==> config.mk <==
export PLATFORM = sky130hd
export DESIGN_NAME = midpoint_circle_generator_core
export DESIGN_NICKNAME = d
export VERILOG_FILES = /design/src/design/mcg_pkg.sv /design/src/design/mcg_front.sv /design/src/design/mcg_queue.sv /design/src/design/mcg_back.sv /design/src/design/midpoint_circle_generator_core.sv
export SDC_FILE = /design/constraint.sdc
export NUM_CORES = 1
export LEC_CHECK = 0
export BUFFER_PORTS_ARGS = -buffer_cell sky130_fd_sc_hd__buf_4
export CAP_MARGIN = 5
export CORE_AREA = 2 2 196 198
export CTS_CLUSTER_SIZE = 30
export DETAILED_ROUTE_END_ITERATION = 8
export DIE_AREA = 0 0 198 200
export MAX_ROUTING_LAYER = met4
export PLACE_DENSITY_LB_ADDON = 0.15
export SETUP_SLACK_MARGIN = 0.3
export SYNTH_ARGS = -nofsm -noshare
export SYNTH_HDL_FRONTEND = slang
export SYNTH_SLANG_ARGS = --single-unit
==> constraint.sdc <==
create_clock -name clk_i -period 5.7 [get_ports clk_i]
set_clock_uncertainty 0.15 [all_clocks]
set_input_delay 0.285 -clock clk_i [delete_from_list [all_inputs] [get_ports clk_i]]
set_output_delay 0.285 -clock clk_i [all_outputs]
set_load 0.1 [all_outputs]
==> src/design/mcg_pkg.sv <==
// Shared types and constants of the midpoint circle generator.
// No dependencies; imported by the front, queue, back, top level and checker.
`default_nettype none

package mcg_pkg;

  // Item operation codes
  typedef enum logic {
    OP_START   = 1'b0,
    OP_ADVANCE = 1'b1
  } op_e;

  // Order in which the eight mirrored points of one step leave the block
  typedef enum logic [2:0] {
    OCT_XY   = 3'd0,
    OCT_YX   = 3'd1,
    OCT_YNX  = 3'd2,
    OCT_XNY  = 3'd3,
    OCT_NXNY = 3'd4,
    OCT_NYNX = 3'd5,
    OCT_NYX  = 3'd6,
    OCT_NXY  = 3'd7
  } oct_e;

  // Decision increments for a straight and a diagonal move
  localparam int DEC_ADD_STEP = 3;
  localparam int DEC_ADD_DIAG = 5;

  // Entries of the step queue between front and back
  localparam int QUEUE_DEPTH = 2;

endpackage

`default_nettype wire

==> src/design/mcg_front.sv <==
// Front part: accepts items, holds the octant state and runs one midpoint step.
// Depends on mcg_pkg; pushes one step job per emitting item into the queue.
`default_nettype none

module mcg_front #(
  parameter int RADIUS_BITS = 10,
  parameter int COORD_BITS  = 12
) (
  input  logic                          clk_i,
  input  logic                          rst_ni,
  input  logic                          in_valid_i,
  output logic                          in_stall_o,
  input  logic                          opcode_i,
  input  logic signed [COORD_BITS-1:0]  center_x_i,
  input  logic signed [COORD_BITS-1:0]  center_y_i,
  input  logic        [RADIUS_BITS-1:0] radius_i,
  output logic                          push_valid_o,
  input  logic                          push_stall_i,
  output logic        [COORD_BITS-1:0]  job_origin_x_o,
  output logic        [COORD_BITS-1:0]  job_origin_y_o,
  output logic        [RADIUS_BITS-1:0] job_x_o,
  output logic        [RADIUS_BITS-1:0] job_y_o,
  output logic                          job_final_o
);
  import mcg_pkg::*;

  localparam int DEC_W = RADIUS_BITS + 3;

  logic [RADIUS_BITS-1:0] offset_x_q, offset_x_d;
  logic [RADIUS_BITS-1:0] offset_y_q, offset_y_d;
  logic [DEC_W-1:0]       decision_q, decision_d;
  logic [COORD_BITS-1:0]  origin_x_q, origin_x_d;
  logic [COORD_BITS-1:0]  origin_y_q, origin_y_d;
  logic                   running_q, running_d;

  logic             is_start;
  logic             fire;
  logic [DEC_W-1:0] two_x;
  logic [DEC_W-1:0] two_y;

  assign is_start     = (op_e'(opcode_i) == OP_START);
  assign push_valid_o = in_valid_i && (is_start || running_q);
  assign in_stall_o   = push_stall_i;
  assign fire         = push_valid_o && !push_stall_i;

  assign two_x = {2'b00, offset_x_q, 1'b0};
  assign two_y = {2'b00, offset_y_q, 1'b0};

  always_comb begin
    if (is_start) begin
      origin_x_d = center_x_i;
      origin_y_d = center_y_i;
      offset_x_d = '0;
      offset_y_d = radius_i;
      decision_d = DEC_W'(1) - {3'b000, radius_i};
    end else begin
      origin_x_d = origin_x_q;
      origin_y_d = origin_y_q;
      offset_x_d = offset_x_q + RADIUS_BITS'(1);
      if (decision_q[DEC_W-1]) begin
        // straight move: keep y
        offset_y_d = offset_y_q;
        decision_d = decision_q + two_x + DEC_W'(DEC_ADD_STEP);
      end else begin
        // diagonal move: drop y by one
        offset_y_d = offset_y_q - RADIUS_BITS'(1);
        decision_d = decision_q + two_x - two_y + DEC_W'(DEC_ADD_DIAG);
      end
    end
    running_d = (offset_y_d > offset_x_d);
  end

  assign job_origin_x_o = origin_x_d;
  assign job_origin_y_o = origin_y_d;
  assign job_x_o        = offset_x_d;
  assign job_y_o        = offset_y_d;
  assign job_final_o    = !running_d;

  always_ff @(posedge clk_i or negedge rst_ni) begin
    if (!rst_ni) begin
      offset_x_q <= '0;
      offset_y_q <= '0;
      decision_q <= '0;
      origin_x_q <= '0;
      origin_y_q <= '0;
      running_q  <= 1'b0;
    end else if (fire) begin
      offset_x_q <= offset_x_d;
      offset_y_q <= offset_y_d;
      decision_q <= decision_d;
      origin_x_q <= origin_x_d;
      origin_y_q <= origin_y_d;
      running_q  <= running_d;
    end
  end

endmodule

`default_nettype wire

==> src/design/mcg_queue.sv <==
// Short step queue between front and back, held in flip-flops.
// Depends on mcg_pkg for its depth.
`default_nettype none

module mcg_queue #(
  parameter int WIDTH = 45
) (
  input  logic             clk_i,
  input  logic             rst_ni,
  input  logic             push_valid_i,
  output logic             push_stall_o,
  input  logic [WIDTH-1:0] push_data_i,
  output logic             pop_valid_o,
  input  logic             pop_stall_i,
  output logic [WIDTH-1:0] pop_data_o
);
  import mcg_pkg::*;

  localparam int PTR_W = (QUEUE_DEPTH > 1) ? $clog2(QUEUE_DEPTH) : 1;
  localparam int CNT_W = $clog2(QUEUE_DEPTH + 1);

  logic [WIDTH-1:0] entry_q [QUEUE_DEPTH];
  logic [PTR_W-1:0] wr_ptr_q, wr_ptr_d;
  logic [PTR_W-1:0] rd_ptr_q, rd_ptr_d;
  logic [CNT_W-1:0] count_q, count_d;
  logic             push, pop;

  assign push_stall_o = (count_q == CNT_W'(QUEUE_DEPTH));
  assign pop_valid_o  = (count_q != '0);
  assign pop_data_o   = entry_q[rd_ptr_q];
  assign push         = push_valid_i && !push_stall_o;
  assign pop          = pop_valid_o && !pop_stall_i;

  always_comb begin
    wr_ptr_d = wr_ptr_q;
    rd_ptr_d = rd_ptr_q;
    count_d  = count_q;
    if (push) begin
      wr_ptr_d = (wr_ptr_q == PTR_W'(QUEUE_DEPTH - 1)) ? '0 : wr_ptr_q + PTR_W'(1);
    end
    if (pop) begin
      rd_ptr_d = (rd_ptr_q == PTR_W'(QUEUE_DEPTH - 1)) ? '0 : rd_ptr_q + PTR_W'(1);
    end
    if (push && !pop) begin
      count_d = count_q + CNT_W'(1);
    end else if (pop && !push) begin
      count_d = count_q - CNT_W'(1);
    end
  end

  always_ff @(posedge clk_i or negedge rst_ni) begin
    if (!rst_ni) begin
      wr_ptr_q <= '0;
      rd_ptr_q <= '0;
      count_q  <= '0;
    end else begin
      wr_ptr_q <= wr_ptr_d;
      rd_ptr_q <= rd_ptr_d;
      count_q  <= count_d;
    end
  end

  always_ff @(posedge clk_i) begin
    if (push) begin
      entry_q[wr_ptr_q] <= push_data_i;
    end
  end

endmodule

`default_nettype wire

==> src/design/mcg_back.sv <==
// Back part: emits eight mirrored points per step job, one a cycle unless held.
// Depends on mcg_pkg; drives the registered result channel.
`default_nettype none

module mcg_back #(
  parameter int RADIUS_BITS = 10,
  parameter int COORD_BITS  = 12
) (
  input  logic                         clk_i,
  input  logic                         rst_ni,
  input  logic                         pop_valid_i,
  output logic                         pop_stall_o,
  input  logic [COORD_BITS-1:0]        job_origin_x_i,
  input  logic [COORD_BITS-1:0]        job_origin_y_i,
  input  logic [RADIUS_BITS-1:0]       job_x_i,
  input  logic [RADIUS_BITS-1:0]       job_y_i,
  input  logic                         job_final_i,
  output logic                         out_valid_o,
  input  logic                         out_stall_i,
  output logic signed [COORD_BITS:0]   point_x_o,
  output logic signed [COORD_BITS:0]   point_y_o,
  output logic                         last_point_o
);
  import mcg_pkg::*;

  localparam int OUT_W = COORD_BITS + 1;
  localparam int SUM_W = ((COORD_BITS > RADIUS_BITS) ? COORD_BITS : RADIUS_BITS) + 2;

  logic [COORD_BITS-1:0]  origin_x_q, origin_y_q;
  logic [RADIUS_BITS-1:0] x_q, y_q;
  logic                   final_q;
  logic                   have_job_q;
  oct_e                   idx_q;

  logic                   out_valid_q;
  logic [OUT_W-1:0]       point_x_q, point_y_q;
  logic                   last_q;

  logic             out_free, advance, at_end, pop;
  logic [SUM_W-1:0] ex, ey, ox, oy, dx, dy, sum_x, sum_y;

  assign out_free    = !out_valid_q || !out_stall_i;
  assign advance     = have_job_q && out_free;
  assign at_end      = (idx_q == OCT_NXY);
  assign pop_stall_o = have_job_q && !(advance && at_end);
  assign pop         = pop_valid_i && !pop_stall_o;

  assign ex = {{(SUM_W - RADIUS_BITS){1'b0}}, x_q};
  assign ey = {{(SUM_W - RADIUS_BITS){1'b0}}, y_q};
  assign ox = {{(SUM_W - COORD_BITS){origin_x_q[COORD_BITS-1]}}, origin_x_q};
  assign oy = {{(SUM_W - COORD_BITS){origin_y_q[COORD_BITS-1]}}, origin_y_q};

  always_comb begin
    unique case (idx_q)
      OCT_XY:   begin dx = ex;  dy = ey;  end
      OCT_YX:   begin dx = ey;  dy = ex;  end
      OCT_YNX:  begin dx = ey;  dy = -ex; end
      OCT_XNY:  begin dx = ex;  dy = -ey; end
      OCT_NXNY: begin dx = -ex; dy = -ey; end
      OCT_NYNX: begin dx = -ey; dy = -ex; end
      OCT_NYX:  begin dx = -ey; dy = ex;  end
      OCT_NXY:  begin dx = -ex; dy = ey;  end
      default:  begin dx = ex;  dy = ey;  end
    endcase
  end

  assign sum_x = ox + dx;
  assign sum_y = oy + dy;

  always_ff @(posedge clk_i or negedge rst_ni) begin
    if (!rst_ni) begin
      have_job_q  <= 1'b0;
      idx_q       <= OCT_XY;
      out_valid_q <= 1'b0;
    end else begin
      if (pop) begin
        have_job_q <= 1'b1;
        idx_q      <= OCT_XY;
      end else if (advance) begin
        idx_q <= oct_e'(idx_q + 3'd1);
        if (at_end) begin
          have_job_q <= 1'b0;
        end
      end
      if (out_free) begin
        out_valid_q <= have_job_q;
      end
    end
  end

  always_ff @(posedge clk_i) begin
    if (pop) begin
      origin_x_q <= job_origin_x_i;
      origin_y_q <= job_origin_y_i;
      x_q        <= job_x_i;
      y_q        <= job_y_i;
      final_q    <= job_final_i;
    end
    if (advance) begin
      point_x_q <= sum_x[OUT_W-1:0];
      point_y_q <= sum_y[OUT_W-1:0];
      last_q    <= final_q && at_end;
    end
  end

  assign out_valid_o  = out_valid_q;
  assign point_x_o    = point_x_q;
  assign point_y_o    = point_y_q;
  assign last_point_o = last_q;

endmodule

`default_nettype wire

==> src/design/midpoint_circle_generator_core.sv <==
// Top level of the midpoint circle generator: front, step queue and back.
// Depends on mcg_pkg, mcg_front, mcg_queue and mcg_back.
//
//   channel | direction | handshake              | payload
//   --------+-----------+------------------------+-----------------------------------
//   in      | input     | in_valid_i / in_stall_o | opcode, center_x, center_y, radius
//   out     | output    | out_valid_o / out_stall_i | point_x, point_y, last_point
//
// Each start or advance beat that emits points yields eight output beats, one per
// cycle while the output is not stalled, so the sustained rate of items is set by
// the single output port. With queue and back idle, the first point passes through a
// queue entry, the back's job registers and its output register before it is shown.
// An advance beat with no step left is taken and emits nothing.
// Reset clears the octant state, queue pointers and output valid at once.
// Output stall backs up into the two-entry step queue, then into in_stall_o.
`default_nettype none

module midpoint_circle_generator_core #(
  parameter int RADIUS_BITS = 10,
  parameter int COORD_BITS  = 12
) (
  input  logic                          clk_i,
  input  logic                          rst_ni,
  input  logic                          in_valid_i,
  output logic                          in_stall_o,
  input  logic                          opcode_i,
  input  logic signed [COORD_BITS-1:0]  center_x_i,
  input  logic signed [COORD_BITS-1:0]  center_y_i,
  input  logic        [RADIUS_BITS-1:0] radius_i,
  output logic                          out_valid_o,
  input  logic                          out_stall_i,
  output logic signed [COORD_BITS:0]    point_x_o,
  output logic signed [COORD_BITS:0]    point_y_o,
  output logic                          last_point_o
);
  import mcg_pkg::*;

  // One queued step: origin, octant point and the final-step flag
  localparam int JOB_W = 2 * COORD_BITS + 2 * RADIUS_BITS + 1;

  logic                   push_valid, push_stall;
  logic                   pop_valid, pop_stall;
  logic [COORD_BITS-1:0]  f_origin_x, f_origin_y, b_origin_x, b_origin_y;
  logic [RADIUS_BITS-1:0] f_x, f_y, b_x, b_y;
  logic                   f_final, b_final;
  logic [JOB_W-1:0]       push_data, pop_data;

  // Classify the beat and run the midpoint step
  mcg_front #(
    .RADIUS_BITS (RADIUS_BITS),
    .COORD_BITS  (COORD_BITS)
  ) u_front (
    .clk_i          (clk_i),
    .rst_ni         (rst_ni),
    .in_valid_i     (in_valid_i),
    .in_stall_o     (in_stall_o),
    .opcode_i       (opcode_i),
    .center_x_i     (center_x_i),
    .center_y_i     (center_y_i),
    .radius_i       (radius_i),
    .push_valid_o   (push_valid),
    .push_stall_i   (push_stall),
    .job_origin_x_o (f_origin_x),
    .job_origin_y_o (f_origin_y),
    .job_x_o        (f_x),
    .job_y_o        (f_y),
    .job_final_o    (f_final)
  );

  assign push_data = {f_origin_x, f_origin_y, f_x, f_y, f_final};

  // Decouple step generation from point emission
  mcg_queue #(
    .WIDTH (JOB_W)
  ) u_queue (
    .clk_i        (clk_i),
    .rst_ni       (rst_ni),
    .push_valid_i (push_valid),
    .push_stall_o (push_stall),
    .push_data_i  (push_data),
    .pop_valid_o  (pop_valid),
    .pop_stall_i  (pop_stall),
    .pop_data_o   (pop_data)
  );

  assign {b_origin_x, b_origin_y, b_x, b_y, b_final} = pop_data;

  // Mirror each step into eight points
  mcg_back #(
    .RADIUS_BITS (RADIUS_BITS),
    .COORD_BITS  (COORD_BITS)
  ) u_back (
    .clk_i          (clk_i),
    .rst_ni         (rst_ni),
    .pop_valid_i    (pop_valid),
    .pop_stall_o    (pop_stall),
    .job_origin_x_i (b_origin_x),
    .job_origin_y_i (b_origin_y),
    .job_x_i        (b_x),
    .job_y_i        (b_y),
    .job_final_i    (b_final),
    .out_valid_o    (out_valid_o),
    .out_stall_i    (out_stall_i),
    .point_x_o      (point_x_o),
    .point_y_o      (point_y_o),
    .last_point_o   (last_point_o)
  );

endmodule

`default_nettype wire

# --- Word-level counts from Yosys, hierarchy flattened ---
# Memory sizes are Yosys's and may differ from the RTL's. A register that Yosys moved wholly into a read port is not among the register bits.
# Index checks and enable logic that the tools add are counted.
word_totals:
  out_inout_bits: 29
  register_bits: 94
  latch_bits: 0
  mem_count: 1
  romBits: 0
  ramBits: 90
memory_table:
  columns: ["name", "depth", "width", "rd", "rd_ports_with_merged_regs", "write_ports", "line_no", "rtl"]
  rows:
  - ["u_queue.entry_q", 2, 45, 1, 1, 1, "mcg_queue.sv:22", "logic [WIDTH-1:0] entry_q [QUEUE_DEPTH];"]
classes:
  addsub: 16
  order_cmp: 1
  div_mod_pow: 0
  shift: 0
  multipliers: 0
  reduce_logical: 33
  muxes: 20
  bitwise_logic: 1
  n_eq_ne: 8
ops:
  columns: ["operator", "n"]
  rows:
  - ["$pmux W13 S4", 2]
  - ["$mux W10", 3]
  - ["$add A13 B13 Y13", 2]
  - ["$mux W13", 2]
  - ["$neg A10 Y13", 2]
  - ["$mux W12", 2]
  - ["$reduce_or A2 Y1", 8]
  - ["$add A13 B11 Y13", 1]
  - ["$add A13 B2 Y13 const B", 1]
  - ["$add A13 B3 Y13 const B", 1]
  - ["$sub A13 B11 Y13", 1]
  - ["$eq A3 B3 Y1 const B", 4]
  - ["$sub A1 B10 Y11 const A", 1]
  - ["$add A10 B1 Y10 const B", 1]
  - ["$gt A10 B10 Y1", 1]
  - ["$sub A10 B1 Y10 const B", 1]
  - ["$logic_and A1 B1 Y1", 9]
  - ["$logic_not A1 Y1", 8]
  - ["$reduce_bool A2 Y1", 4]
  - ["$mux W1", 7]
  - ["$eq A3 B2 Y1 const B", 2]
  - ["$mux W3", 2]
  - ["$mux W2", 2]
  - ["$add A3 B1 Y3 const B", 1]
  - ["9 further kinds", 11]

# --- Depth between registers and ports, before layout ---
# Gate-level depths: netlist of run 1.
depth:
  depth_word: 11
  ltp_mapped: 18
  depth_no_buf: 17

# --- Hierarchy ---
# A second synthesis of run 1 with hierarchy kept.
unflattened:
  hier_cells: 1185
  area_unflattened_um2: 13103.8
by_module_without_submodules:
  columns: ["module", "area_each_um2", "cells_each", "seq_area_each_um2", "instances"]
  rows:
  - ["mcg_front", 4834.6, 594, 1451.4, 1]
  - ["mcg_back", 4619.4, 432, 2287.2, 1]
  - ["mcg_queue", 3649.8, 159, 2802.7, 1]

# --- Worst setup path before layout of run 1 ---
# No wires, ideal clock.
synth_timing:
  path_type: "register -> register"
  from: "register u_back.out_valid_q, in the netlist u_back.out_valid_o"
  to: "register u_queue.count_q[1]"
  required_time_ns: 5.471
  path_stages_with_launch: 9
  arrival_ns: 4.286
  setup_slack_ns: 1.185
  setup_time_ns: 0.079
  synth_period_minus_slack_ns: 4.515
  cell_sequence: "dfrtp_1 > nand2_1 > nand2_1 > a21oi_1 > inv_1 > ha_1 > xor2_1 > nor2_1 > xor2_1"
synth_via:
  elab_chain_cells: 11
  elab_cells_between_ends: 13
synth_lines:
  columns: ["item", "line_no", "rtl"]
  rows:
  - ["start: declaration", "mcg_back.sv:35", "logic out_valid_q;"]
  - ["start signal: assignment", "mcg_back.sv:86", "out_valid_q <= have_job_q;"]
  - ["$logic_not A1 Y1 *", "mcg_back.sv:42", "assign out_free = !out_valid_q || !out_stall_i;"]
  - ["$logic_or A1 B1 Y1 *", "mcg_back.sv:42", null]
  - ["$logic_and A1 B1 Y1 *", "mcg_back.sv:43", "assign advance = have_job_q && out_free;"]
  - ["$logic_and A1 B1 Y1 *", "mcg_back.sv:45", "assign pop_stall_o = have_job_q && !(advance && at_end);"]
  - ["$logic_not A1 Y1 *", "mcg_back.sv:45", null]
  - ["$logic_and A1 B1 Y1 *", "mcg_back.sv:45", null]
  - ["$logic_not A1 Y1 *", null, null]
  - ["$logic_and A1 B1 Y1 *", null, null]
  - ["net u_back.pop", "mcg_back.sv:39", "logic out_free, advance, at_end, pop;"]
  - ["$logic_not A1 Y1", "mcg_queue.sv:44", "if (push && !pop) begin"]
  - ["$logic_and A1 B1 Y1", "mcg_queue.sv:44", null]
  - ["$mux W2 or $reduce_bool A2 Y1 (tied branches)", null, null]
  - ["end signal: assignment", "mcg_queue.sv:59", "count_q <= count_d;"]
  - ["end: declaration", "mcg_queue.sv:25", "logic [CNT_W-1:0] count_q, count_d;"]
# Mark *: on every way through the listed nets, which the timed path passes. The rest lies on a longest branch.
# A chain may end at the register's enable or synchronous reset.

# --- Final worst setup path of run 1 ---
layout_timing:
  from: "register u_back.idx_q[2]"
  to: "register u_back.point_x_q[12], in the netlist u_back.point_x_o[12], data pin"
layout_via:
  elab_chain_cells: 4
  elab_cells_between_ends: 14
layout_lines:
  columns: ["item", "line_no", "rtl"]
  rows:
  - ["start: declaration", "mcg_back.sv:33", "oct_e idx_q;"]
  - ["start signal: assignment", "mcg_back.sv:80", "idx_q <= oct_e'(idx_q + 3'd1);"]
  - ["$eq A3 B3 Y1 (tied with other cells)", "mcg_back.sv:54", "unique case (idx_q)"]
  - ["$reduce_or A2 Y1 (no line)", null, null]
  - ["$pmux W13 S4 *", "mcg_back.sv:54", null]
  - ["$add A13 B13 Y13 *", "mcg_back.sv:67", "assign sum_x = ox + dx;"]
  - ["net u_back.sum_x[12]", "mcg_back.sv:40", "logic [SUM_W-1:0] ex, ey, ox, oy, dx, dy, sum_x, sum_y;"]
  - ["end signal: assignment", "mcg_back.sv:100", "point_x_q <= sum_x[OUT_W-1:0];"]
  - ["end: declaration", "mcg_back.sv:36", "logic [OUT_W-1:0] point_x_q, point_y_q;"]
# Marked as above.

==> results of run 1 <==
## Yosys cell counts, types with 22 or more instances
master / n / share of area
edfxtp_1: 162 / 0.38
nor3_1: 27 / 0.010
clkbuf_1: 22 / 0.0064
mux2_2: 96 / 0.084
o21ai_0: 71 / 0.028
dfrtp_1: 67 / 0.13
xnor2_1: 42 / 0.028
a21oi_1: 58 / 0.022
nand2_1: 88 / 0.026
ha_1: 78 / 0.076
nor2_1: 84 / 0.024
inv_1: 58 / 0.017
## final timing paths
check                                  start               endpoint  slack, ns  cells past startpoint
setup / recovery             u_back.idx_q[2]   u_back.point_x_o[12]       1.10                     15
hold / removal                   radius_i[4]  u_front.decision_q[4]       0.03                      4
setup reg to reg             u_back.idx_q[2]   u_back.point_x_o[12]       1.10                     15
hold reg to reg            u_front.running_q      u_front.running_q       0.33                      2
max in group asynchronous             rst_ni  u_front.origin_y_q[4]       4.11                      3
min in group asynchronous             rst_ni  u_front.offset_y_q[6]       0.37                      3
## power by group through the flow
stage	Clock (mW)	Combinational [mW]	Sequential, mW
2_1_floorplan	0	3.84	3.50
3_3_place_gp	0	5.77	2.87
3_5_place_dp	0	5.79	2.88
4_1_cts	1.87	5.83	2.85
5_1_grt	1.93	6.40	2.91
6_report	1.81	5.77	2.84
## stage by stage
stage	instances	power (mW)	util	instance area (um^2)	hold WS (ns)
finish	1765	10.4	0.408	15200	0.0251
global route	1765	11.2	0.408	15200	0.0725
CTS	1765	10.5	0.408	15200	0.00245
detailed placement	1681	8.67	0.374	14000	0.0274
global placement	1681	8.63	0.374	14000	0.0242
floorplan	1125	7.33	-	12900	-0.161
## layer usage
metal,up-vias,wire (um),GRT usage
met5,-,0,-
met4,0,921,0.0498
met3,44,1170,0.0225
met2,144,15500,0.287
met1,4346,14800,0.218
li1,4408,-,-
## registers in the layout, summed over array words and instances (netlist names)
signal	count
u_queue.wr_ptr_q	1
u_front.offset_y_q	10
u_back.out_valid_o	1
u_queue.entry_q	90
u_back.last_point_o	1
u_back.idx_q	3
u_queue.count_q	2
u_back.point_y_o	13
u_back.final_q	1
u_front.origin_x_q	12
u_back.origin_y_q	12
u_back.x_q	10
u_front.decision_q	13
u_back.have_job_q	1
u_front.running_q	1
u_front.offset_x_q	10
u_front.origin_y_q	12
u_queue.rd_ptr_q	1
u_back.origin_x_q	12
u_back.point_x_o	13
u_back.y_q	10
## cells by family (layout without fill, tap and decap cells)
family / Yosys count / count (layout) / share of synthesized area
simple gates: 313 / 313 / 0.122
mux: 100 / 100 / 0.0868
fa+ha+maj: 82 / 82 / 0.0818
flops: 229 / 229 / 0.507
xor+xnor: 63 / 63 / 0.0466
compound gates: 244 / 244 / 0.126
buf+inv: 94 / 223 / 0.0300
## cell type report
type,instances,share of cell area
Sequential cell,229,0.429
Multi-Input combinational cell,802,0.394
Timing Repair Buffer,109,0.0586
Clock buffer,36,0.0493
Tap cell,511,0.0419
Inverter,60,0.0148
Clock inverter,18,0.0127
## worst max-delay path, cell delays in order (launching register included)
cell and delay, ns:
dfrtp_1 0.60, inv_1 0.12, ha_1 0.22, nor2_1 0.64
nand3_2 0.34, nand2_1 0.14, a221oi_1 0.08, o31ai_1 0.10
ha_1 0.32, nor2b_1 0.14, o21ai_0 0.19, a21boi_1 0.13
o41a_1 0.36, a41o_1 0.27, o41ai_1 0.28, xnor3_1 0.26
## what timing repair did
| item | in CTS | in global routing |
|---|---|---|
| setup buffers | 0 | 0 |
| endpoints found under the setup margin | 0 | 0 |
| hold endpoints to repair | 86 | 0 |
| hold buffers | 30 | 0 |
==> run_results.csv, run 1 <==
group,metric,value,unit
outcome,status,"completed",
cts,htreeDepth,1,
global_route,grt-ovfl-total,0,
placed_design,place_ws,1.10,ns
cts,clockBufferDepth,3,
sta,fin_setup_tns,0,ns
route,wl_per_cell,18.3,um
power,p_leak,5.96,nW
logic_synthesis,synth_edf_count,162,
logic_synthesis,avgSynthCellArea,11.5,um^2
layout,layout.area.seq,6540,um^2
route,first_pass_iters,4,
flow_run,max_cap_violations,0,
route,via_count,8942,
cts,cts_tree,"yes",
power,p_int,5.88,mW
power,switching_power,4.55,mW
route,first_iter_violations,448,
power,combPwrFrac,0.554,
cts,ctsResizeCount,0,
logic_synthesis,ys_ff_latch,229,
sta,max_freq,217,MHz
logic_synthesis,synthCells,1125,
layout,layout_common_cells,"162 x edfxtp_1, 96 x mux2_2, 88 x nand2_1",
placed_design,gp_congestion,0.890,
sta,setup_viol,0,
power,ir_drop,0.454,mV
global_route,grt_pass1_wl,50500,um
placed_design,place_hpwl,23300,um
layout,diodes,0,
setup_path,path_class,"flip-flop to flip-flop",
sta,rsz0062_at_grt,"false",
global_route,antenna_found_initial,0,
setup_path,cp-start-kind,"flip-flop",
power,power_frac_seq,0.273,
floorplan,ioPinCount,68,
logic_synthesis,syn_area,12900,um^2
logic_synthesis,syn_nets,1246,
logic_synthesis,synthArstFlopShare,0.293,
route,ant_nets,0,
setup_path,worst-endpoint-arrival,4.74,ns
cts,cts_sinks,229,
floorplan,die_h,200,um
floorplan,coreArea,37400,um^2
setup_path,cp_data_required_time,5.83,ns
logic_synthesis,yosysWarnings,0,
power,swShare,0.436,
sta,setup_slack,1.10,ns
route,drc,0,
global_route,grt_pass1_vias,8879,
route,via_per_inst,5.07,
setup_path,end_kind,"flip-flop",
cts,cts_buffers,29,
layout,area_growth,18.1,%
global_route,globalRouteTotalUtil,0.171,
placed_design,io_buffers,67,
route,drt_wl_total,32400,um
setup_path,worstPathMaxFanout,12,
logic_synthesis,synth_seq_area_share,0.507,
cts,clockRootBuffer,"clkbuf_16",
layout,multi_input_area,6000,um^2
worst_hold_path,hold_path_class,"input pin to flip-flop",
layout,n_fill_cell,3574,
sta,finalCriticalPeriod,4.60,ns
floorplan,start_util,0.345,
sta,timing_hold_violations_final,0,
global_route,grt_max_degree,69,
sta,maxSlewViolCount,0,
layout,layout-drive-gt1-share,0.206,
layout,final_common_cell,"edfxtp_1",
logic_synthesis,yosysUniqueCellTypes,92,
sta,timing.final.crit_share,0.808,
sta,worstMarginPinSlew,0.988,ns
floorplan,rows,71,
cts,clkLatencyLatePin,0.54,ns
floorplan,dieArea,39600,um^2
layout,nets,1352,
logic_synthesis,synth_ff_type,"edfxtp_1",
power,clkPwrFrac,0.174,
power,power_density,684,nW/um^2
cts,path_clk_slew,0.06,ns
sta,maxSlewHeadroom,0.333,
floorplan,chipWidth,198,um
Power figures use the tool's default switching activity.
==> run 2, diff against run 1 <==
Settings changed: ABC_AREA set to 1, CORE_AREA 2 2 196 198 to 2 2 195 197, DIE_AREA 0 0 198 200 to 0 0 197 199.
Clock period 5.7 ns to 4.7 ns, I/O delays scaled along.
==> run 2 against run 1 <==
- design area down 0.89%
- clock-buffer cell count up 2
- power up 18%
==> run_results.csv, run 2 <==
group,metric,value,unit
layout,nets,1631,
logic_synthesis,syn_area,12800,um^2
setup_path,worst_path_max_delay_cell,"dfrtp_1",
setup_path,cp_top_family,"compound AO/OA/AOI/OAI gates",
sta,timing.final.crit_share,0.838,
cts,path_clk_slew,0.06,ns
global_route,antenna_found_initial,0,
route,wl_met2,15500,um
cts,clkLatencyLatePin,0.54,ns
floorplan,die_h,199,um
placed_design,dpl-instance-area,13900,um^2
logic_synthesis,synthMuxAreaShare,0,
sta,setup_slack,0.762,ns
global_route,grt_max_degree,49,
worst_hold_path,hold_path_class,"input pin to flip-flop",
logic_synthesis,synth_ff_type,"edfxtp_1",
sta,finalCriticalPeriod,3.94,ns
layout,design_area,15100,um^2
cts,clockRootBuffer,"clkbuf_16",
cts,cts_buffers,27,
floorplan,coreArea,37100,um^2
logic_synthesis,synthAdderAreaFrac,0.0825,
layout,largest_register_ffs,90,
placed_design,dp.cells,1919,
logic_synthesis,synth-simple-area-share,0.189,
sta,timing_hold_violations_final,0,
setup_path,worstPathMaxFanout,9,
route,ant_nets,0,
logic_synthesis,avgSynthCellArea,9.15,um^2
cts,cts_tree,"yes",
setup_path,cp_common_cell,"a21oi_1",
logic_synthesis,yosysUniqueCellTypes,54,
power,power_density,813,nW/um^2
placed_design,io_buffers,67,
layout,diodes,0,
setup_path,r2r_slack,0.76,ns
route,via_per_inst,4.75,
layout,layout-drive-gt1-share,0.127,
setup_path,max_stage_delay,0.40,ns
cts,postCtsSetupBuffers,0,
placed_design,place_ws,0.790,ns
floorplan,dieArea,39200,um^2
route,wl_per_cell,16.1,um
cts,postCtsHoldBufs,36,
logic_synthesis,synth_xor_area_frac,0.0370,
sta,whs,0.0627,ns
logic_synthesis,synth_edf_count,162,
route,maxUsedRoutingLayer,"met4",
route,wl_met3,1020,um
sta,maxSlewViolCount,0,
global_route,globalRouteTotalUtil,0.172,
logic_synthesis,yosysWarnings,0,
layout,layout_common_cells,"367 x nand2_1, 163 x inv_1, 162 x edfxtp_1",
logic_synthesis,synth_area_leaders,"edfxtp_1 38%, dfrtp_1 13%, nand2_1 11%, ha_1 7.6%, inv_1 4.8%",
layout,utilization,0.407,
setup_path,worst-endpoint-arrival,4.08,ns
global_route,grt_pass1_vias,9244,
sta,fin_setup_tns,0,ns
cts,ctsResizeCount,0,
setup_path,cp-start-kind,"flip-flop",
logic_synthesis,synth_compound_area_frac,0.116,
floorplan,chipWidth,197,um
floorplan,ioPinCount,68,
route,via_count,9523,
logic_synthesis,yosysMostFrequentCell,"nand2_1",
floorplan,rows,71,
sta,setup_viol,0,
logic_synthesis,ys_ff_latch,229,
sta,maxSlewHeadroom,0.415,
placed_design,place_hpwl,23600,um
logic_synthesis,synth_common_cells,"367 x nand2_1, 163 x inv_1, 162 x edfxtp_1",
setup_path,cp_cell_sequence,"ha_1 > ha_1 > a21oi_2 > inv_2 > nor2_1 > nand2_1 > inv_2 > a211oi_1 > a21oi_1 > ha_1 > a21oi_1 > nand2_1 > a21oi_1 > o21ai_0 > a21oi_1 > nor2_1 > nor2_1 > xor2_1",
layout,fin_cells,2005,
power,ir_drop,0.443,mV
sta,max_freq,254,MHz
route,first_iter_violations,509,
power,p_leak,6.63,nW
cts,cts_sinks,229,
logic_synthesis,yosysTopAreaCellShare,0.380,
setup_path,end_kind,"flip-flop",
logic_synthesis,synth_seq_area_share,0.511,
logic_synthesis,syn_nets,1519,
logic_synthesis,synth_top_family_by_area,"simple AND/OR/NAND/NOR gates",
outcome,status,"completed",
setup_path,cp_data_required_time,4.84,ns
logic_synthesis,synthArstFlopShare,0.293,
route,drt-met1-wl,15300,um
global_route,grt_pass1_wl,51200,um
sta,worstMarginPinSlew,0.878,ns
flow_run,max_cap_violations,0,
logic_synthesis,synthCells,1398,
setup_path,path_class,"flip-flop to flip-flop",
sta,rsz0062_at_grt,"false",
cts,htreeDepth,1,
route,first_pass_iters,5,
layout,area_growth,18.1,%
placed_design,gp_congestion,0.894,
global_route,grt-ovfl-total,0,
layout,final_common_cell,"nand2_1",
logic_synthesis,yosys.area.top_type,"edfxtp_1",
route,drc,0,
cts,clockBufferDepth,3,
floorplan,start_util,0.345,
layout,top_register,"u_queue.entry_q",
route,drt_wl_total,32200,um
setup_path,crit_buf_inv,2,
power,total_power,12.3,mW
-- run 2: changes by cell type after synthesis, moves of 17 or more --
cell	delta
a21oi_1	+19
mux2_2	-96
inv_1	+105
xnor2_1	-28
nand3_1	+25
nand2_1	+279
o21ai_1	+20
o21ai_0	+39
xor2_1	+23
inv_2	+17
-- run 2: worst paths after layout --
path	start	end	cells after the start
max	u_back.idx_q[0]	u_back.point_x_o[11]	18
min	radius_i[8]	u_front.decision_q[8]	5
max reg2reg	u_back.idx_q[0]	u_back.point_x_o[11]	18
min reg2reg	u_front.decision_q[3]	u_front.decision_q[3]	2
max in group asynchronous	rst_ni	u_front.offset_y_q[9]	4
min in group asynchronous	rst_ni	u_back.idx_q[2]	3
-- run 2: layer usage --
| layer | track usage | vias to the layer above |
|---|---|---|
| met5 | - | - |
| met4 | 0.0329 | 0 |
| met3 | 0.0178 | 28 |
| li1 | - | 4910 |
| met1 | 0.226 | 4440 |
| met2 | 0.290 | 145 |
-- run 2: logic make-up (layout without fill, tap and decap cells) --
logic type               after synthesis  in the layout
XOR/XNOR                              54             54
AND/OR/NAND/NOR                      554            554
buffers and inverters                215            348
adder cells (fa/ha/maj)               82             82
AO/OA/AOI/OAI                        264            264
flip-flops                           229            229
-- run 2: worst reg2reg max path, stage by stage, from the launching register on --
cell and delay [ns]:
dfrtp_1 0.40, ha_1 0.24, ha_1 0.23, a21oi_2 0.29
inv_2 0.13, nor2_1 0.17, nand2_1 0.16, inv_2 0.21
a211oi_1 0.07, a21oi_1 0.18, ha_1 0.32, a21oi_1 0.20
nand2_1 0.11, a21oi_1 0.25, o21ai_0 0.19, a21oi_1 0.16
nor2_1 0.05, nor2_1 0.10, xor2_1 0.07
-- run 2: layout make-up --
cell class              count  area (um^2)
repair buffers            117          968
flip-flops and latches    229         6540
multi-input cells         954         5460
clock inverters            12          119
clock buffers              38          747
inverters                 181          682
fillers                  3682        22000
well taps                 474          593
-- run 2: report_power, final --
part | switching (mW) | internal [mW] | leakage, nW
sequential | 0.308 | 3.15 | 2.36
combinational | 4.60 | 2.21 | 3.85
clock | 0.812 | 1.22 | 0.426
total | 5.72 | 6.57 | 6.63
==> run 3, diff against run 2 <==
Clock period 4.7 ns to 3.73 ns, I/O delays scaled along.
==> run 3 against run 2 <==
- highest routed layer unchanged
- clock-buffer cell count shrank 7
- core utilization is 3.4 points higher
- largest cell class unchanged
- routed wire length is 2.0% higher
- non-clock buffer count increased by 63
- register-to-register slack lost 0.36 ns
- final cell count up 3.1%
- worst setup slack worse by 0.36 ns
- die area unchanged
- design area grew 8.5%
- worst hold slack got worse by 0.039 ns
- via count increased by 3.3%
- sequential share of layout area fell by 3.4 points
==> run_results.csv, run 3 (synthesis gave the netlist of run 2 again) <==
group,metric,value,unit
outcome,status,"completed",
cts,clkLatencyLatePin,0.53,ns
placed_design,dp.cells,1940,
setup_path,worstPathMaxFanout,6,
floorplan,dieArea,39200,um^2
sta,worstMarginPinSlew,1.09,ns
floorplan,start_util,0.345,
route,first_iter_violations,534,
sta,setup_viol,0,
layout,top_register,"u_queue.entry_q",
global_route,antenna_found_initial,0,
cts,htreeDepth,1,
global_route,grt_max_degree,53,
layout,nets,1694,
setup_path,r2r_cells,16,
layout,largest_register_ffs,90,
cts,path_clk_slew,0.06,ns
sta,fin_setup_tns,0,ns
placed_design,dpl-instance-area,14100,um^2
floorplan,chipWidth,197,um
sta,max_freq,300,MHz
setup_path,r2r-start,"u_back.idx_q[1]",
layout,design_area,16400,um^2
route,drt_wl_total,32800,um
setup_path,crit_start,"u_back.idx_q[1]",
layout,final_common_cell,"nand2_1",
route,via_count,9841,
route,via_per_inst,4.76,
sta,whs,0.0242,ns
floorplan,die_h,199,um
flow_run,max_cap_violations,0,
cts,clockRootBuffer,"clkbuf_16",
cts,cts_buffers,26,
setup_path,cp_data_required_time,3.86,ns
worst_hold_path,hold_path_class,"input pin to flip-flop",
placed_design,io_buffers,67,
placed_design,place_hpwl,23600,um
floorplan,ioPinCount,68,
route,first_pass_iters,5,
route,wl_per_cell,15.9,um
layout,layout-drive-gt1-share,0.240,
global_route,grt-ovfl-total,0,
worst_hold_path,holdPathStages,4,
sta,maxSlewViolCount,0,
setup_path,worst-endpoint-arrival,3.46,ns
layout,layout_common_cells,"351 x nand2_1, 162 x edfxtp_1, 156 x inv_1",
setup_path,r2r_end,"u_back.point_y_o[12]",
layout,area_growth,28.1,%
setup_path,end_kind,"flip-flop",
route,drc,0,
setup_path,cp-start-kind,"flip-flop",
setup_path,setup.worst_path.end,"u_back.point_y_o[12]",
setup_path,r2r_slack,0.40,ns
sta,rsz0062_at_grt,"false",
layout,diodes,0,
floorplan,coreArea,37100,um^2
layout,fin_cells,2067,
global_route,globalRouteTotalUtil,0.176,
cts,cts_tree,"yes",
placed_design,gp_congestion,0.859,
cts,clockBufferDepth,3,
cts,cts_sinks,229,
setup_path,path_class,"flip-flop to flip-flop",
sta,finalCriticalPeriod,3.33,ns
sta,timing_hold_violations_final,0,
floorplan,rows,71,
sta,maxSlewHeadroom,0.270,
sta,timing.final.crit_share,0.893,
global_route,grt_pass1_wl,52600,um
route,ant_nets,0,
global_route,grt_pass1_vias,9561,
run 3: metrics by stage:
| step | utilization | worst slack [ns] |
|---|---|---|
| 2_1_floorplan | - | 0.310 |
| 3_3_place_gp | 0.379 | 0.0521 |
| 3_5_place_dp | 0.379 | 0.0224 |
| 4_1_cts | 0.419 | 0.232 |
| 5_1_grt | 0.441 | 0.251 |
| 6_report | 0.441 | 0.398 |
run 3: worst max-delay path, cell delays in order, from the launching register on:
cell and delay, ns:
dfrtp_1 0.44, inv_2 0.10, ha_2 0.20, or2_4 0.26, nand2_4 0.10, buf_4 0.18
o22ai_1 0.09, a21oi_1 0.13, a21oi_1 0.15, fa_1 0.45, nand3_1 0.10, nand2_2 0.09
a21oi_2 0.19, o21ai_2 0.08, a21o_1 0.17, a21oi_2 0.12, xor2_1 0.07
run 3: how the worst min path moves through the flow:
| stage | from | to | slack, ns |
|---|---|---|---|
| after floorplan | rst_ni | u_back.have_job_q | -0.26 |
| after global placement | rst_ni | u_back.have_job_q | 0.19 |
| after detailed placement | rst_ni | u_back.out_valid_o | 0.18 |
| after CTS | radius_i[2] | u_queue.entry_q[1][3] | 0.006 |
| after global routing | radius_i[2] | u_queue.entry_q[0][3] | 0.03 |
| final | radius_i[9] | u_front.decision_q[9] | 0.02 |
run 3: layout make-up:
class                           instances  area [um^2]
Timing Repair inverter                  1         7.51
Sequential cell                       229         6550
Fill cell                            3596        20700
Clock inverter                         17          186
Tap cell                              474          593
Clock buffer                           31          691
Inverter                              181          702
Timing Repair Buffer                  180         1470
Multi-Input combinational cell        954         6190
run 3: timing repair:
item | 4_1_cts | 5_1_grt
endpoints found under the hold margin | 143 | 0
resized for setup | 29 | 137
endpoints found under the setup margin | 17 | 19
hold buffers | 34 | 0
buffers inserted | 13 | 31
gates cloned | 1 | 0
pin swaps | 7 | 44
run 3: layer usage:
layer | vias to the layer above | track usage | share of wire
li1 | 5049 | - | -
met1 | 4616 | 0.230 | 0.46
met2 | 125 | 0.296 | 0.48
met3 | 51 | 0.0202 | 0.030
met4 | 0 | 0.0368 | 0.022
met5 | - | - | 0
Power of run 3 is left out: the tool's default activity adds up to more than one toggle a clock period on the data nets, which glitch-free logic cannot reach.
